[src/hw/rtl/sfk_pkg.sv]
// Shared types and constants of the symmetric flow key extractor.
package sfk_pkg;

    localparam logic [15:0] VLAN_TPID_RESET = 16'h8100;
    localparam logic [15:0] ETHERTYPE_IPV4  = 16'h0800;
    localparam logic [7:0]  PROTO_TCP       = 8'd6;
    localparam logic [7:0]  TCP_MARK        = 8'h40;
    localparam logic [11:0] TAG_MASK        = 12'hfff;
    localparam logic [13:0] FRAG_MASK       = 14'h3fff;

    localparam logic [6:0]  OFS_TYPE_HI     = 7'd12;
    localparam logic [6:0]  OFS_TYPE_LO     = 7'd13;
    localparam logic [6:0]  OFS_TAG_HI      = 7'd14;
    localparam logic [6:0]  OFS_TAG_LO      = 7'd15;
    localparam logic [6:0]  OFS_INNER_HI    = 7'd16;
    localparam logic [6:0]  OFS_INNER_LO    = 7'd17;
    localparam logic [6:0]  L3_UNTAGGED     = 7'd14;
    localparam logic [6:0]  L3_TAGGED       = 7'd18;
    localparam logic [6:0]  OFS_MAX         = 7'd127;
    localparam logic [3:0]  IHL_MIN         = 4'd5;
    localparam logic [7:0]  TCP_HDR_BYTES   = 8'd20;

    // APB register indexes (word address paddr[2])
    localparam logic        REG_VLAN_TPID   = 1'b0;

    typedef struct packed {
        logic [6:0]  byte_offset;
        logic        is_tagged;
        logic [15:0] outer_type;
        logic [11:0] tag_id;
        logic [3:0]  header_words;
        logic [7:0]  proto_byte;
        logic [13:0] frag_field;
        logic [31:0] src_ip;
        logic [31:0] dst_ip;
        logic [15:0] src_port;
        logic [15:0] dst_port;
        logic [7:0]  flag_byte;
    } t_frame_state;

    typedef struct packed {
        logic [31:0] first_addr;
        logic [31:0] second_addr;
        logic [15:0] first_port;
        logic [15:0] second_port;
        logic [11:0] vlan_id;
        logic        net_kind;
        logic        trans_kind;
        logic [7:0]  tcp_flag_bits;
    } t_flow_key;

endpackage

[src/hw/rtl/sfk_capture.sv]
// Per-frame header capture: holds frame state and captures each byte by offset.
module sfk_capture import sfk_pkg::*; (
    input  logic         i_clk,
    input  logic         i_rst_n,
    input  logic         i_accept,
    input  logic [7:0]   i_data_byte,
    input  logic         i_last_byte,
    input  logic [15:0]  i_vlan_tpid,
    output t_frame_state o_next
);

    t_frame_state r_st;
    t_frame_state n_st;

    logic [6:0]  pos;
    logic [6:0]  l3;
    logic [6:0]  rel;
    logic [6:0]  hw4;
    logic [6:0]  trel;
    logic [15:0] type_shift;

    always_comb begin
        pos        = r_st.byte_offset;
        l3         = r_st.is_tagged ? L3_TAGGED : L3_UNTAGGED;
        rel        = pos - l3;
        hw4        = {1'b0, r_st.header_words, 2'b00};
        trel       = rel - hw4;
        type_shift = {r_st.outer_type[7:0], i_data_byte};

        n_st = r_st;
        n_st.byte_offset = (pos == OFS_MAX) ? OFS_MAX : pos + 7'd1;

        if (pos == OFS_TYPE_HI) begin
            n_st.outer_type = type_shift;
        end else if (pos == OFS_TYPE_LO) begin
            if (type_shift == i_vlan_tpid) begin
                n_st.is_tagged  = 1'b1;
                n_st.outer_type = '0;
            end else begin
                n_st.outer_type = type_shift;
            end
        end else if (r_st.is_tagged && (pos == OFS_TAG_HI || pos == OFS_TAG_LO)) begin
            n_st.tag_id = {r_st.tag_id[3:0], i_data_byte} & TAG_MASK;
        end else if (r_st.is_tagged && (pos == OFS_INNER_HI || pos == OFS_INNER_LO)) begin
            n_st.outer_type = type_shift;
        end else if (pos >= l3) begin
            if (rel == 7'd0) begin
                n_st.header_words = i_data_byte[3:0];
            end else if (rel == 7'd6 || rel == 7'd7) begin
                n_st.frag_field = {r_st.frag_field[5:0], i_data_byte} & FRAG_MASK;
            end else if (rel == 7'd9) begin
                n_st.proto_byte = i_data_byte;
            end else if (rel >= 7'd12 && rel <= 7'd15) begin
                n_st.src_ip = {r_st.src_ip[23:0], i_data_byte};
            end else if (rel >= 7'd16 && rel <= 7'd19) begin
                n_st.dst_ip = {r_st.dst_ip[23:0], i_data_byte};
            end

            // TCP bytes follow the IPv4 header as sized by IHL
            if (r_st.header_words >= IHL_MIN && rel >= hw4) begin
                if (trel <= 7'd1) begin
                    n_st.src_port = {r_st.src_port[7:0], i_data_byte};
                end else if (trel <= 7'd3) begin
                    n_st.dst_port = {r_st.dst_port[7:0], i_data_byte};
                end else if (trel == 7'd13) begin
                    n_st.flag_byte = i_data_byte;
                end
            end
        end
    end

    always_ff @(posedge i_clk) begin
        if (!i_rst_n) begin
            r_st <= '0;
        end else if (i_accept) begin
            r_st <= i_last_byte ? '0 : n_st;
        end
    end

    assign o_next = n_st;

endmodule

[src/hw/rtl/sfk_key.sv]
// Flow key formation: validity checks and symmetric ordering of the captured fields.
module sfk_key import sfk_pkg::*; (
    input  t_frame_state i_st,
    output t_flow_key    o_key
);

    logic [7:0] count;
    logic [7:0] l3;
    logic [7:0] ip_end;
    logic [7:0] tcp_end;
    logic       is_ip;
    logic       is_tcp;
    logic       swap;

    always_comb begin
        count   = {1'b0, i_st.byte_offset};
        l3      = {1'b0, (i_st.is_tagged ? L3_TAGGED : L3_UNTAGGED)};
        ip_end  = l3 + {2'b00, i_st.header_words, 2'b00};
        tcp_end = ip_end + TCP_HDR_BYTES;
        swap    = i_st.src_ip < i_st.dst_ip;

        is_ip  = (count >= 8'd14) && (i_st.outer_type == ETHERTYPE_IPV4) &&
                 (i_st.header_words >= IHL_MIN) && (count >= ip_end);
        is_tcp = is_ip && (i_st.proto_byte == PROTO_TCP) &&
                 (i_st.frag_field == '0) && (count >= tcp_end);

        o_key = '0;
        if (count >= 8'd14 && i_st.is_tagged) begin
            o_key.vlan_id = i_st.tag_id;
        end
        if (is_ip) begin
            o_key.net_kind    = 1'b1;
            o_key.first_addr  = swap ? i_st.dst_ip : i_st.src_ip;
            o_key.second_addr = swap ? i_st.src_ip : i_st.dst_ip;
        end
        if (is_tcp) begin
            o_key.trans_kind    = 1'b1;
            o_key.first_port    = swap ? i_st.dst_port : i_st.src_port;
            o_key.second_port   = swap ? i_st.src_port : i_st.dst_port;
            o_key.tcp_flag_bits = i_st.flag_byte | TCP_MARK;
        end
    end

endmodule

[src/hw/rtl/symmetric_flow_key_extractor.sv]
// The key is registered and appears in the cycle after the transaction that carries the last byte.
// Throughput: one byte transaction per cycle while the input is not stalled, set by the single capture pass per byte.
// A key waiting at the output holds the input stalled only while the output is stalled.
// Reset (synchronous, i_rst_n low) clears frame state and the output valid,
// and returns vlan_tpid to 0x8100.
module symmetric_flow_key_extractor import sfk_pkg::*; (
    input  logic        i_clk,
    input  logic        i_rst_n,
    // configuration port
    input  logic        psel,
    input  logic        penable,
    input  logic        pwrite,
    input  logic [2:0]  paddr,
    input  logic [31:0] pwdata,
    output logic [31:0] prdata,
    output logic        pready,
    // byte input channel
    input  logic        i_in_valid,
    output logic        o_in_stall,
    input  logic [7:0]  i_data_byte,
    input  logic        i_last_byte,
    // flow key output channel
    output logic        o_out_valid,
    input  logic        i_out_stall,
    output logic [31:0] o_first_addr,
    output logic [31:0] o_second_addr,
    output logic [15:0] o_first_port,
    output logic [15:0] o_second_port,
    output logic [11:0] o_vlan_id,
    output logic        o_net_kind,
    output logic        o_trans_kind,
    output logic [7:0]  o_tcp_flag_bits
);

    logic [15:0]  r_vlan_tpid;
    logic         r_out_valid;
    t_flow_key    r_key;

    t_frame_state next_st;
    t_flow_key    key;
    logic         in_accept;
    logic         cfg_write;

    // APB: always ready; write lands on the access cycle.
    assign pready    = 1'b1;
    assign cfg_write = psel && penable && pwrite && pready;

    always_ff @(posedge i_clk) begin
        if (!i_rst_n) begin
            r_vlan_tpid <= VLAN_TPID_RESET;
        end else if (cfg_write && paddr[2] == REG_VLAN_TPID) begin
            r_vlan_tpid <= pwdata[15:0];
        end
    end

    // Read back the TPID; unmapped word reads as zero.
    always_comb begin
        prdata = '0;
        if (paddr[2] == REG_VLAN_TPID) begin
            prdata = {16'd0, r_vlan_tpid};
        end
    end

    // Stall the input only when a finished key cannot leave this cycle.
    assign o_in_stall = r_out_valid && i_out_stall;
    assign in_accept  = i_in_valid && !o_in_stall;

    // Capture this byte into the frame state; next_st is the state after the byte.
    sfk_capture u_capture (
        .i_clk       (i_clk),
        .i_rst_n     (i_rst_n),
        .i_accept    (in_accept),
        .i_data_byte (i_data_byte),
        .i_last_byte (i_last_byte),
        .i_vlan_tpid (r_vlan_tpid),
        .o_next      (next_st)
    );

    // Form the symmetric key from the state including the last byte.
    sfk_key u_key (
        .i_st  (next_st),
        .o_key (key)
    );

    // Result register: load on the last byte, drop once the consumer takes it.
    always_ff @(posedge i_clk) begin
        if (!i_rst_n) begin
            r_out_valid <= 1'b0;
        end else if (in_accept && i_last_byte) begin
            r_out_valid <= 1'b1;
        end else if (!i_out_stall) begin
            r_out_valid <= 1'b0;
        end
    end

    always_ff @(posedge i_clk) begin
        if (in_accept && i_last_byte) begin
            r_key <= key;
        end
    end

    assign o_out_valid     = r_out_valid;
    assign o_first_addr    = r_key.first_addr;
    assign o_second_addr   = r_key.second_addr;
    assign o_first_port    = r_key.first_port;
    assign o_second_port   = r_key.second_port;
    assign o_vlan_id       = r_key.vlan_id;
    assign o_net_kind      = r_key.net_kind;
    assign o_trans_kind    = r_key.trans_kind;
    assign o_tcp_flag_bits = r_key.tcp_flag_bits;

endmodule

[config.mk]
export PLATFORM = sky130hd
export DESIGN_NAME = symmetric_flow_key_extractor
export DESIGN_NICKNAME = d
export VERILOG_FILES = /design/src/hw/rtl/sfk_pkg.sv /design/src/hw/rtl/sfk_capture.sv /design/src/hw/rtl/sfk_key.sv /design/src/hw/rtl/symmetric_flow_key_extractor.sv
export SDC_FILE = /design/constraint.sdc
export NUM_CORES = 1
export LEC_CHECK = 0
export BUFFER_PORTS_ARGS = -buffer_cell sky130_fd_sc_hd__buf_2
export CORE_ASPECT_RATIO = 2
export CORE_MARGIN = 3
export CORE_UTILIZATION = 33
export CTS_CLUSTER_DIAMETER = 120
export DETAILED_ROUTE_END_ITERATION = 6
export SETUP_SLACK_MARGIN = 0.2
export SLEW_MARGIN = 40
export SYNTH_ARGS = -nofsm -noshare
export SYNTH_HDL_FRONTEND = slang
export SYNTH_SLANG_ARGS = --single-unit
[constraint.sdc]
create_clock -name i_clk -period 12.21 [get_ports i_clk]
set_clock_uncertainty 0.05 [all_clocks]
set_input_delay 1.8315 -clock i_clk [delete_from_list [all_inputs] [get_ports i_clk]]
set_output_delay 1.8315 -clock i_clk [all_outputs]
set_load 0.02 [all_outputs]
==> results.md, run 1 <==
Run status:
- The flow ran to the end, and the final reports show no timing, DRC or antenna violations.

Route:
- The first-pass detailed-route iteration total is 6.
- The total vias in the final route is about 12k.
- In the routed layout, each cell is associated on average with a via count of 5.257.
- The number of DRC violations after detailed routing is 0.
- Once detail routing completed, the nets flagged for antenna violations numbered 0.
- The wire length per cell after detailed routing is 19.70 um.
- The number of DRC violations after detailed-routing iteration 0 is 633.
- The final layout contains routed wiring with a total length of about 46000 um.

Logic synthesis:
- Yosys attributes the largest share of cell area to sky130_fd_sc_hd__dfxtp_1 23%, sky130_fd_sc_hd__edfxtp_1 22%, sky130_fd_sc_hd__nor2b_1 7.6%.
- Counting flops with an async set or reset pin after synthesis yields a share of 0%.
- The flip-flop cell with the highest count after synthesis is sky130_fd_sc_hd__dfxtp_1.
- The post-synthesis area per instance is roughly 9.9 um2.
- The share of the Yosys chip area taken by registers is about 45%.
- After synthesis the netlist holds a flip-flop and latch count of 299.
- After synthesis, the netlist uses between 70 and 80 different library cells.
- The fraction of post-synthesis cell area in the top cell type by area is between 20 and 25%.
- The biggest area contributor in the post-synthesis netlist is sky130_fd_sc_hd__dfxtp_1.
- In this run, synthesis inferred between 100 and 150 flip-flops with an integrated enable.
- The count of mapped cells out of synthesis is 1589.
- The count of warnings emitted by yosys is 0.
- The cell area that synthesis handed to floorplanning was 15740 um2.

Clock network:
- CTS built an H-tree with a depth of 1.
- The clock reaches the later pin of the worst-skew pair after 0.57 ns.
- The number of sinks handled by clock tree synthesis is roughly 300.
- After clock tree synthesis, the clock-pin slew on the worst setup and hold paths is ~0.070 ns.
- The hold buffer count at CTS is 0.
- No sink is reached through more buffers than the 3 on the longest clock path.
- The number of gates resized after CTS is 0.
- After clock tree synthesis, the setup repair step added 0 buffers.
- TritonCTS built the clock tree.
- TritonCTS created 29 clock buffers.
- The tree is rooted in a sky130_fd_sc_hd__clkbuf_16.

STA:
- Setup total negative slack on the finished layout was measured at 0 ns.
- The hold violation total from the final report is 0.
- At the pin with the least slew margin, the transition time is between 0.8 and 0.9 ns.
- The count of final setup violators is 0.
- The worst pin sits at a relative slew slack of 40.26%.
- Setup repair after global routing left no endpoint under its margin.
- The final count of pins violating max slew is 0.
- The ratio of final minimum period to clock period is 59.31%.
- Based on the critical path, the design can be clocked at up to 0.1381 GHz.
- The shortest clock period the worst path allows after layout is between 7 and 8 ns.

Job:
- Across the run, the number of max-cap violations was 0.

Die:
- The number of placed I/O pins is 204.
- The die area is 50510 um2.
- From bottom edge to top edge, the die measures between 300 and 400 um.
- In this run the horizontal extent of the chip is 160.4 um.
- The region available for standard cell placement spans 46950 um2.
- The effective utilization at floorplan is around a third.
- The initialized floorplan defines 112 standard-cell rows.

Setup path:
- The type of destination of the critical path is a flip-flop.
- The worst setup path is of the flip-flop to flip-flop kind.
- The highest cell delay on the worst timing path is 0.68 ns.
- The cell with the largest stage delay on the worst path is sky130_fd_sc_hd__nor4_1.
- The data arrival time of the critical path is 7.51 ns.
- The critical path startpoint category is a flip-flop.
- The signal on the critical path passes through inv_1 > fa_1 > xnor2_1 > inv_1 > a2111o_1 > and3b_1 > nand2_1 > buf_4 > mux2_2 > ha_1 > nand4_1 > nor4_1 > nor4b_1 > o31ai_1 > a31oi_1 > a21o_2 > buf_4 > nor2_1 > a211oi_1.
- The worst endpoint required time is 12.47 ns.
- The maximum fanout count along the critical path is between 60 and 70.

Finish:
- The number of nets in the layout is 1800.
- In the final layout, the share of cells above drive strength 1 is 19.95%.
- Leaving out fill and tap cells, the most frequent cell in the layout is sky130_fd_sc_hd__nor2b_1.
- Leaving out filler cells and counting taps, the final layout contains 2336.
- The multi-input combinational cell area is 7860 um2.
- In the final layout, flip-flops and latches occupy 7157 um2.
- From synthesis to final layout, the design area changed by 13.87%.
- The filler cells instantiated in the layout total approximately 4.7k.
- The count of antenna diodes in the layout is 0.
- Leaving out fill and tap cells, the most frequent cells in the layout are 191 x sky130_fd_sc_hd__nor2b_1, 182 x sky130_fd_sc_hd__dfxtp_1, 167 x sky130_fd_sc_hd__buf_2, 159 x sky130_fd_sc_hd__a22oi_1, 144 x sky130_fd_sc_hd__nor2_1.

Global routing:
- The number of global-route vias before repair is between 10k and 15k.
- The first global-routing pass estimated about 70000 um of wire.
- Summed over all layers, the global routing overflow is 0.
- Entering global routing, the biggest net connects 107 pins.
- The initial antenna violation count was 0.
- The combined global-route utilization of all metal layers is 17.62%.

Power:
- In this run the power density over the cells is 116.7 nW/um2.
- The leakage power total is 6.544 nW.
- The worst vdd rail ir drop is 0.06845 mV.

Placement:
- The count of input and output buffers is between 150 and 200.
- Including well taps, the total number of placed cells is 2283.
- The congestion estimate from routability-driven global placement came to ~0.86.
- The total half-perimeter wirelength after legalization and detailed placement is 32660 um.

Hold path:
- In this run the worst hold path is classified as flip-flop to flip-flop.
worst paths after layout:
| check | from | endpoint | slack [ns] | cells past startpoint |
|---|---|---|---|---|
| max | u_capture.pos[1] | o_second_port[12] | 4.97 | 19 |
| min | r_vlan_tpid[0] | r_vlan_tpid[0] | 0.44 | 2 |
| max reg2reg | u_capture.pos[1] | o_second_port[12] | 4.97 | 19 |
| min reg2reg | r_vlan_tpid[0] | r_vlan_tpid[0] | 0.44 | 2 |
stage by stage:
step	hold WS, ns	area [um2]	util (%)	power (W)	setup slack, ns
finish	0.4437	17920	38.18	0.002092	4.968
global route	0.4698	17920	38.18	0.002162	4.645
CTS	0.4447	17910	38.15	0.002120	4.837
global placement	0.4346	16950	36.10	0.001212	4.619
floorplan	0.4138	15800	-	0.001167	6.312
detailed placement	0.4372	16980	36.16	0.001214	4.682
critical path: cells and delay by family (launching register included):
family / cells / cell delay [ns]
multiplexers: 1 / 0.38
AND/OR/NAND/NOR: 6 / 1.85
flip-flops: 1 / 0.56
adder cells (fa/ha/maj): 2 / 0.80
XOR/XNOR: 1 / 0.34
AO/OA/AOI/OAI: 5 / 1.65
buffers and inverters: 4 / 1.28
cells in the mapped netlist (all sizes together) (3+ instances only):
library cell,number
a211oi,36
a21boi,18
a21o,12
a21oi,50
a22oi,159
a31oi,3
and2,5
and3,4
buf,52
clkbuf,81
dfxtp,182
edfxtp,117
fa,3
ha,59
inv,52
mux2,81
mux2i,37
nand2,60
nand3,16
nand4,12
nor2,146
nor2b,191
nor3,14
nor4,15
nor4b,7
o211ai,5
o21a,6
o21ai,87
o31ai,3
or2,5
or3,3
or4,4
xnor2,5
xor2,21
layer usage:
layer | vias up | track usage [%] | routed length, um
li1 | 5897 | - | -
met1 | 5909 | 18.77 | 16610
met2 | 369 | 33.39 | 24820
met3 | 106 | 2.051 | 2012
met4 | 0 | 9.497 | 2563
met5 | - | 0 | 0
area by class of cell:
class,count,share of cell area [%]
clock inverters,15,0.7330
well taps,627,4.377
repair buffers,185,5.522
flip-flops and latches,299,39.93
multi-input cells,1120,43.86
clock buffers,38,4.461
inverters,52,1.117
power by group:
group          leakage [nW]  switching, W  internal, W
registers              2.50    0.00000790      0.00105
clock network         0.453      0.000399     0.000503
logic                  3.59     0.0000959    0.0000329
registers in the layout (all words and copies together), names as in the netlist, 7 cells and up:
signal / flops
u_capture.r_st: 154
u_capture.pos: 7
o_vlan_id: 12
o_first_port: 16
o_second_port: 16
o_tcp_flag_bits: 7
o_first_addr: 32
r_vlan_tpid: 16
o_second_addr: 32
cells by family after synthesis:
group                    share of synthesized area [%]
AO/OA/AOI/OAI                                    17.20
XOR/XNOR                                         1.447
adder cells (fa/ha/maj)                          5.136
buffers and inverters                            5.326
flip-flops                                       45.47
multiplexers                                     8.149
other                                          0.04772
AND/OR/NAND/NOR                                  17.22
(Power assumes the default switching activity.)
==> run 2: changes to the inputs <==
--- a/config.mk
+++ b/config.mk
@@ -5,6 +5,7 @@
 export SDC_FILE = /design/constraint.sdc
 export NUM_CORES = 1
 export LEC_CHECK = 0
+export ABC_AREA = 1
 export BUFFER_PORTS_ARGS = -buffer_cell sky130_fd_sc_hd__buf_2
 export CORE_ASPECT_RATIO = 2
 export CORE_MARGIN = 3
==> constraint.sdc (replaced) <==
create_clock -name i_clk -period 6.75 [get_ports i_clk]
set_clock_uncertainty 0.05 [all_clocks]
set_input_delay 1.0125 -clock i_clk [delete_from_list [all_inputs] [get_ports i_clk]]
set_output_delay 1.0125 -clock i_clk [all_outputs]
set_load 0.02 [all_outputs]
==> run 2 against run 1 <==
  * Clock-buffer cell count fell by 2
  * Worst setup slack lost 4.0 ns
  * Non-clock buffer count rose by 26
  * Clock power increased by 91%
  * Sequential share of layout area is 2.1 points lower
==> results.md, run 2 <==
Route:
- The wire length reported by the detailed router is 49500 um (was 46010 um).
- The detail-routed via count per cell was 4.904 (was 5.257).
- The uppermost signal routing layer after detailed routing is met4 (unchanged).
- The number of DRC violations after detailed routing was 0 (unchanged).
- The total vias in the final route is 14.80k (was 12.28k).
- The wire length per cell after detailed routing is 16.40 um (was 19.70 um).
- The routed length on met1 is 17160 um (was 16610 um).
- The number of DRC violations after detailed-routing iteration 0 is 905 (was 633).
- The antenna violation net count after detailed routing is 0 (unchanged).
- The first-pass detailed-route iteration total was 6 (unchanged).
- The met2 layer wire length in the routed design is 27350 um (was 24820 um).
- The routed length on met3 was 2297 um (was 2012 um).

Logic synthesis:
- Largest cells by area after synthesis: sky130_fd_sc_hd__dfxtp_1 22%, sky130_fd_sc_hd__edfxtp_1 21%, sky130_fd_sc_hd__nand2_1 12% (was sky130_fd_sc_hd__dfxtp_1 23%, sky130_fd_sc_hd__edfxtp_1 22%, sky130_fd_sc_hd__nor2b_1 7.6%).
- The leading cell type by number of instances after synthesis is sky130_fd_sc_hd__nand2_1 (was sky130_fd_sc_hd__nor2b_1).
- List of most frequent post-synthesis cells: 531 x sky130_fd_sc_hd__nand2_1, 307 x sky130_fd_sc_hd__nor2_1, 263 x sky130_fd_sc_hd__inv_1, 192 x sky130_fd_sc_hd__a21oi_1, 182 x sky130_fd_sc_hd__dfxtp_1 (was 191 x sky130_fd_sc_hd__nor2b_1, 182 x sky130_fd_sc_hd__dfxtp_1, 159 x sky130_fd_sc_hd__a22oi_1, 145 x sky130_fd_sc_hd__nor2_1, 117 x sky130_fd_sc_hd__edfxtp_1).
- The flip-flop cell with the highest count after synthesis is sky130_fd_sc_hd__dfxtp_1 (unchanged).
- The count of warnings emitted by yosys is 0 (unchanged).
- The top cell type by total area after synthesis is sky130_fd_sc_hd__dfxtp_1 (unchanged).
- The cell area after synthesis is 16440 um2 (was 15740 um2).
- The sequential area share after synthesis came to 43.53% (was 45.47%).
- The count of mapped cells out of synthesis came to 2240 (was 1589).
- The post-synthesis cell type count came to 46 (was 79).
- The post-synthesis area per instance is 7.339 um2 (was 9.905 um2).
- The count of flip-flops with a built-in enable after synthesis was 117 (unchanged).
- The count of state elements after synthesis is 299 (unchanged).
- The fraction of post-synthesis cell area in the top cell type by area is 22.16% (was 23.15%).
- The share of async-settable or async-resettable flops after synthesis is 0% (unchanged).

STA:
- The timing-limited maximum frequency is 0.1723 GHz (was 0.1381 GHz).
- The worst hold slack after final layout is 0.4136 ns (was 0.4437 ns).
- The ratio of final minimum period to clock period came to 85.98% (was 59.31%).
- The setup TNS after final layout is 0 ns (unchanged).
- The actual slew at the worst max-slew pin is 0.8497 ns (was 0.8928 ns).
- The hold violation total from the final report is 0 (unchanged).
- The count of final setup violators is 0 (unchanged).
- Setup repair after global routing missed its margin: no (unchanged).
- The shortest clock period the worst path allows after layout is 5.803 ns (was 7.242 ns).
- The final count of pins violating max slew was 0 (unchanged).
- The headroom to the max-slew limit was 43.35% (was 40.26%).

Clock network:
- The number of sinks handled by clock tree synthesis is 299 (unchanged).
- The count of buffers added by post-CTS timing repair for setup is 0 (unchanged).
- The root cell of the clock tree is sky130_fd_sc_hd__clkbuf_16 (unchanged).
- The maximum buffer depth of the clock tree is 3 (unchanged).
- The CTS tree was done (unchanged).
- The number of gates resized after CTS was 0 (unchanged).
- The total CTS buffers is 29 (unchanged).
- The clock network latency to the later pin of the worst-skew pair was 0.61 ns (was 0.57 ns).
- The register clock-pin slew on the reported worst setup and hold paths is 0.06 ns (was 0.07 ns).
- The number of levels in the clock H-tree is 1 (unchanged).
- The hold buffer count at CTS is 0 (unchanged).

Finish:
- The area taken by flip-flops and latches was 7157 um2 (unchanged).
- The count of antenna diodes in the layout is 0 (unchanged).
- The flip-flop count of the largest register, all copies and words added came to 154 (unchanged).
- The number of cells in the finished layout apart from fillers is 3018 (was 2336).
- The number of filler instances in the final layout was 5089 (was 4685).
- Most frequent cells in the layout: 530 x sky130_fd_sc_hd__nand2_1, 304 x sky130_fd_sc_hd__nor2_1, 262 x sky130_fd_sc_hd__inv_1, 191 x sky130_fd_sc_hd__a21oi_1, 182 x sky130_fd_sc_hd__dfxtp_1 (was 191 x sky130_fd_sc_hd__nor2b_1, 182 x sky130_fd_sc_hd__dfxtp_1, 167 x sky130_fd_sc_hd__buf_2, 159 x sky130_fd_sc_hd__a22oi_1, 144 x sky130_fd_sc_hd__nor2_1).
- The final instance area is 18940 um2 (was 17920 um2).
- The most common cell after layout, fill and taps aside is sky130_fd_sc_hd__nand2_1 (was sky130_fd_sc_hd__nor2b_1).
- The share of final-layout standard cells stronger than drive strength 1 is 14.02% (was 19.95%).
- The number of nets in the layout is 2465 (was 1800).
- The layout-stage area growth over the synthesis result came to 15.20% (was 13.87%).
- The register with the highest flop count is u_capture.r_st (unchanged).
- The multi-input combinational cell area came to 7665 um2 (was 7860 um2).

Die:
- The width of the chip came to 163.8 um (was 160.4 um).
- The placeable core area is 49210 um2 (was 46950 um2).
- The number of rows created at floorplan is 115 (was 112).
- The die area is 52690 um2 (was 50510 um2).
- The number of placed I/O pins is 204 (unchanged).
- The die extent in y was 321.6 um (was 314.8 um).
- The effective utilization at floorplan came to 33.41% (was 33.53%).

Global routing:
- The wire length of the first global-routing pass came to 77400 um (was 70100 um).
- The total grt overflow was 0 (unchanged).
- The number of global-route vias before repair is 14.36k (was 12.09k).
- The initial antenna violation count is 0 (unchanged).
- The maximum number of pins on one net before global-route repair is 97 (was 107).
- The combined global-route utilization of all metal layers is 18.64% (was 17.62%).

Setup path:
- Crit path cell chain: buf_4 > inv_1 > ha_1 > inv_1 > nand2_1 > nand2_2 > nor2_4 > inv_2 > nand3_1 > nor2_1 > nand2_1 > o21ai_0 > inv_1 > ha_1 > nand4_1 > nor3_1 > nor4b_1 > nand2_2 > nand2_2 > buf_4 > nand2_1 > nand2_1 > nor2_1 (was inv_1 > fa_1 > xnor2_1 > inv_1 > a2111o_1 > and3b_1 > nand2_1 > buf_4 > mux2_2 > ha_1 > nand4_1 > nor4_1 > nor4b_1 > o31ai_1 > a31oi_1 > a21o_2 > buf_4 > nor2_1 > a211oi_1).
- The worst endpoint required time was 7.03 ns (was 12.47 ns).
- The number of buffer and inverter stages on the critical path was 6 (was 4).
- The critical path startpoint category was a flip-flop (unchanged).
- The maximum fanout count along the critical path is 31 (was 63).
- The family with the most delay on the worst path is simple AND/OR/NAND/NOR gates (unchanged).
- The data arrival time of the critical path is 6.09 ns (was 7.51 ns).
- By instance count, the cell type seen most on the critical path is sky130_fd_sc_hd__nand2_1.
- The cell with the largest stage delay on the worst path is sky130_fd_sc_hd__o21ai_0 (was sky130_fd_sc_hd__nor4_1).
- The type of the worst setup path is flip-flop to flip-flop (unchanged).
- The highest cell delay on the worst timing path came to 0.49 ns (was 0.68 ns).
- The type of destination of the critical path is a flip-flop (unchanged).

Placement:
- The total placed cells including tap cells is 2964 (was 2283).
- The count of input and output buffers is 168 (unchanged).
- The routability-driven placement congestion ratio is 0.8781 (was 0.8597).
- The total placed instance area is 17950 um2 (was 16980 um2).
- The total half-perimeter wirelength after legalization and detailed placement is 35670 um (was 32660 um).

Power:
- The power density over the cells is 203.2 nW/um2 (was 116.7 nW/um2).
- The leakage power total is 7.952 nW (was 6.544 nW).
- The worst vdd rail ir drop is 0.1762 mV (was 0.06845 mV).

Hold path:
- The path class of the lowest-slack min-delay path is flip-flop to flip-flop (unchanged).

Job:
- The count of maximum capacitance violations came to 0 (unchanged).

Run status:
- Outcome: finished clean (unchanged).
-- run 2: cell types whose count changed in the layout (fill, tap and decap cells not counted), sizes merged, moves of 30 or more --
cell,before,now
nand2,60,538
inv,53,272
nor2b,191,0
nor2,146,315
a22oi,159,0
a21oi,50,192
nand3,16,86
o22ai,0,69
o21ai,87,150
mux2,81,22
mux2i,37,0
a211oi,36,6
-- run 2: area by class of cell --
class / count / area share (%)
well taps: 643 / 4.248
clock buffers: 36 / 4.096
repair buffers: 211 / 6.838
clock inverters: 18 / 1.117
inverters: 272 / 5.437
multi-input cells: 1539 / 40.47
flip-flops and latches: 299 / 37.79
-- run 2: worst paths after layout --
kind / startpoint / to / slack [ns] / depth (start not counted)
hold reg to reg: u_capture.r_st[71] / u_capture.r_st[71] / 0.41 / 2
hold / removal: u_capture.r_st[71] / u_capture.r_st[71] / 0.41 / 2
setup reg to reg: u_capture.pos[1] / o_second_addr[23] / 0.95 / 23
setup / recovery: u_capture.pos[1] / o_second_addr[23] / 0.95 / 23
-- run 2: metrics by stage --
| step | util (%) | setup WS, ns | total power (W) |
|---|---|---|---|
| floorplan | - | 1.651 | 0.002084 |
| global placement | 36.34 | 0.6832 | 0.002163 |
| detailed placement | 36.48 | 0.7338 | 0.002169 |
| CTS | 38.48 | 0.9926 | 0.003907 |
| global route | 38.48 | 0.4798 | 0.003979 |
| finish | 38.48 | 0.9466 | 0.003848 |
-- run 2: metal layers --
metal  up-vias  GRT usage [%]
met3       111          1.814
met5         -              0
li1       7462              -
met2       448          36.56
met4         0          9.652
met1      6780          18.98
-- run 2: worst reg2reg max path, stage by stage (launching register included) --
cell and delay (ns):
sky130_fd_sc_hd__dfxtp_1 0.31, sky130_fd_sc_hd__buf_4 0.16, sky130_fd_sc_hd__inv_1 0.15, sky130_fd_sc_hd__ha_1 0.25, sky130_fd_sc_hd__inv_1 0.13, sky130_fd_sc_hd__nand2_1 0.15
sky130_fd_sc_hd__nand2_2 0.11, sky130_fd_sc_hd__nor2_4 0.07, sky130_fd_sc_hd__inv_2 0.26, sky130_fd_sc_hd__nand3_1 0.12, sky130_fd_sc_hd__nor2_1 0.19, sky130_fd_sc_hd__nand2_1 0.44
sky130_fd_sc_hd__o21ai_0 0.50, sky130_fd_sc_hd__inv_1 0.15, sky130_fd_sc_hd__ha_1 0.33, sky130_fd_sc_hd__nand4_1 0.11, sky130_fd_sc_hd__nor3_1 0.49, sky130_fd_sc_hd__nor4b_1 0.41
sky130_fd_sc_hd__nand2_2 0.38, sky130_fd_sc_hd__nand2_2 0.21, sky130_fd_sc_hd__buf_4 0.33, sky130_fd_sc_hd__nand2_1 0.12, sky130_fd_sc_hd__nand2_1 0.10, sky130_fd_sc_hd__nor2_1 0.05
-- run 2: report_power, final --
part           switching (W)  internal (W)
sequential         0.0000101       0.00190
clock               0.000748      0.000975
combinational       0.000170     0.0000476
total               0.000928       0.00292
-- run 2: cells by family after synthesis --
group	after synthesis	share of synthesized area (%)
flip-flops	299	43.53
adder cells (fa/ha/maj)	62	4.856
other	2	0.04568
AO/OA/AOI/OAI	435	14.18
XOR/XNOR	17	0.9057
buffers and inverters	417	10.47
AND/OR/NAND/NOR	986	24.51
multiplexers	22	1.507
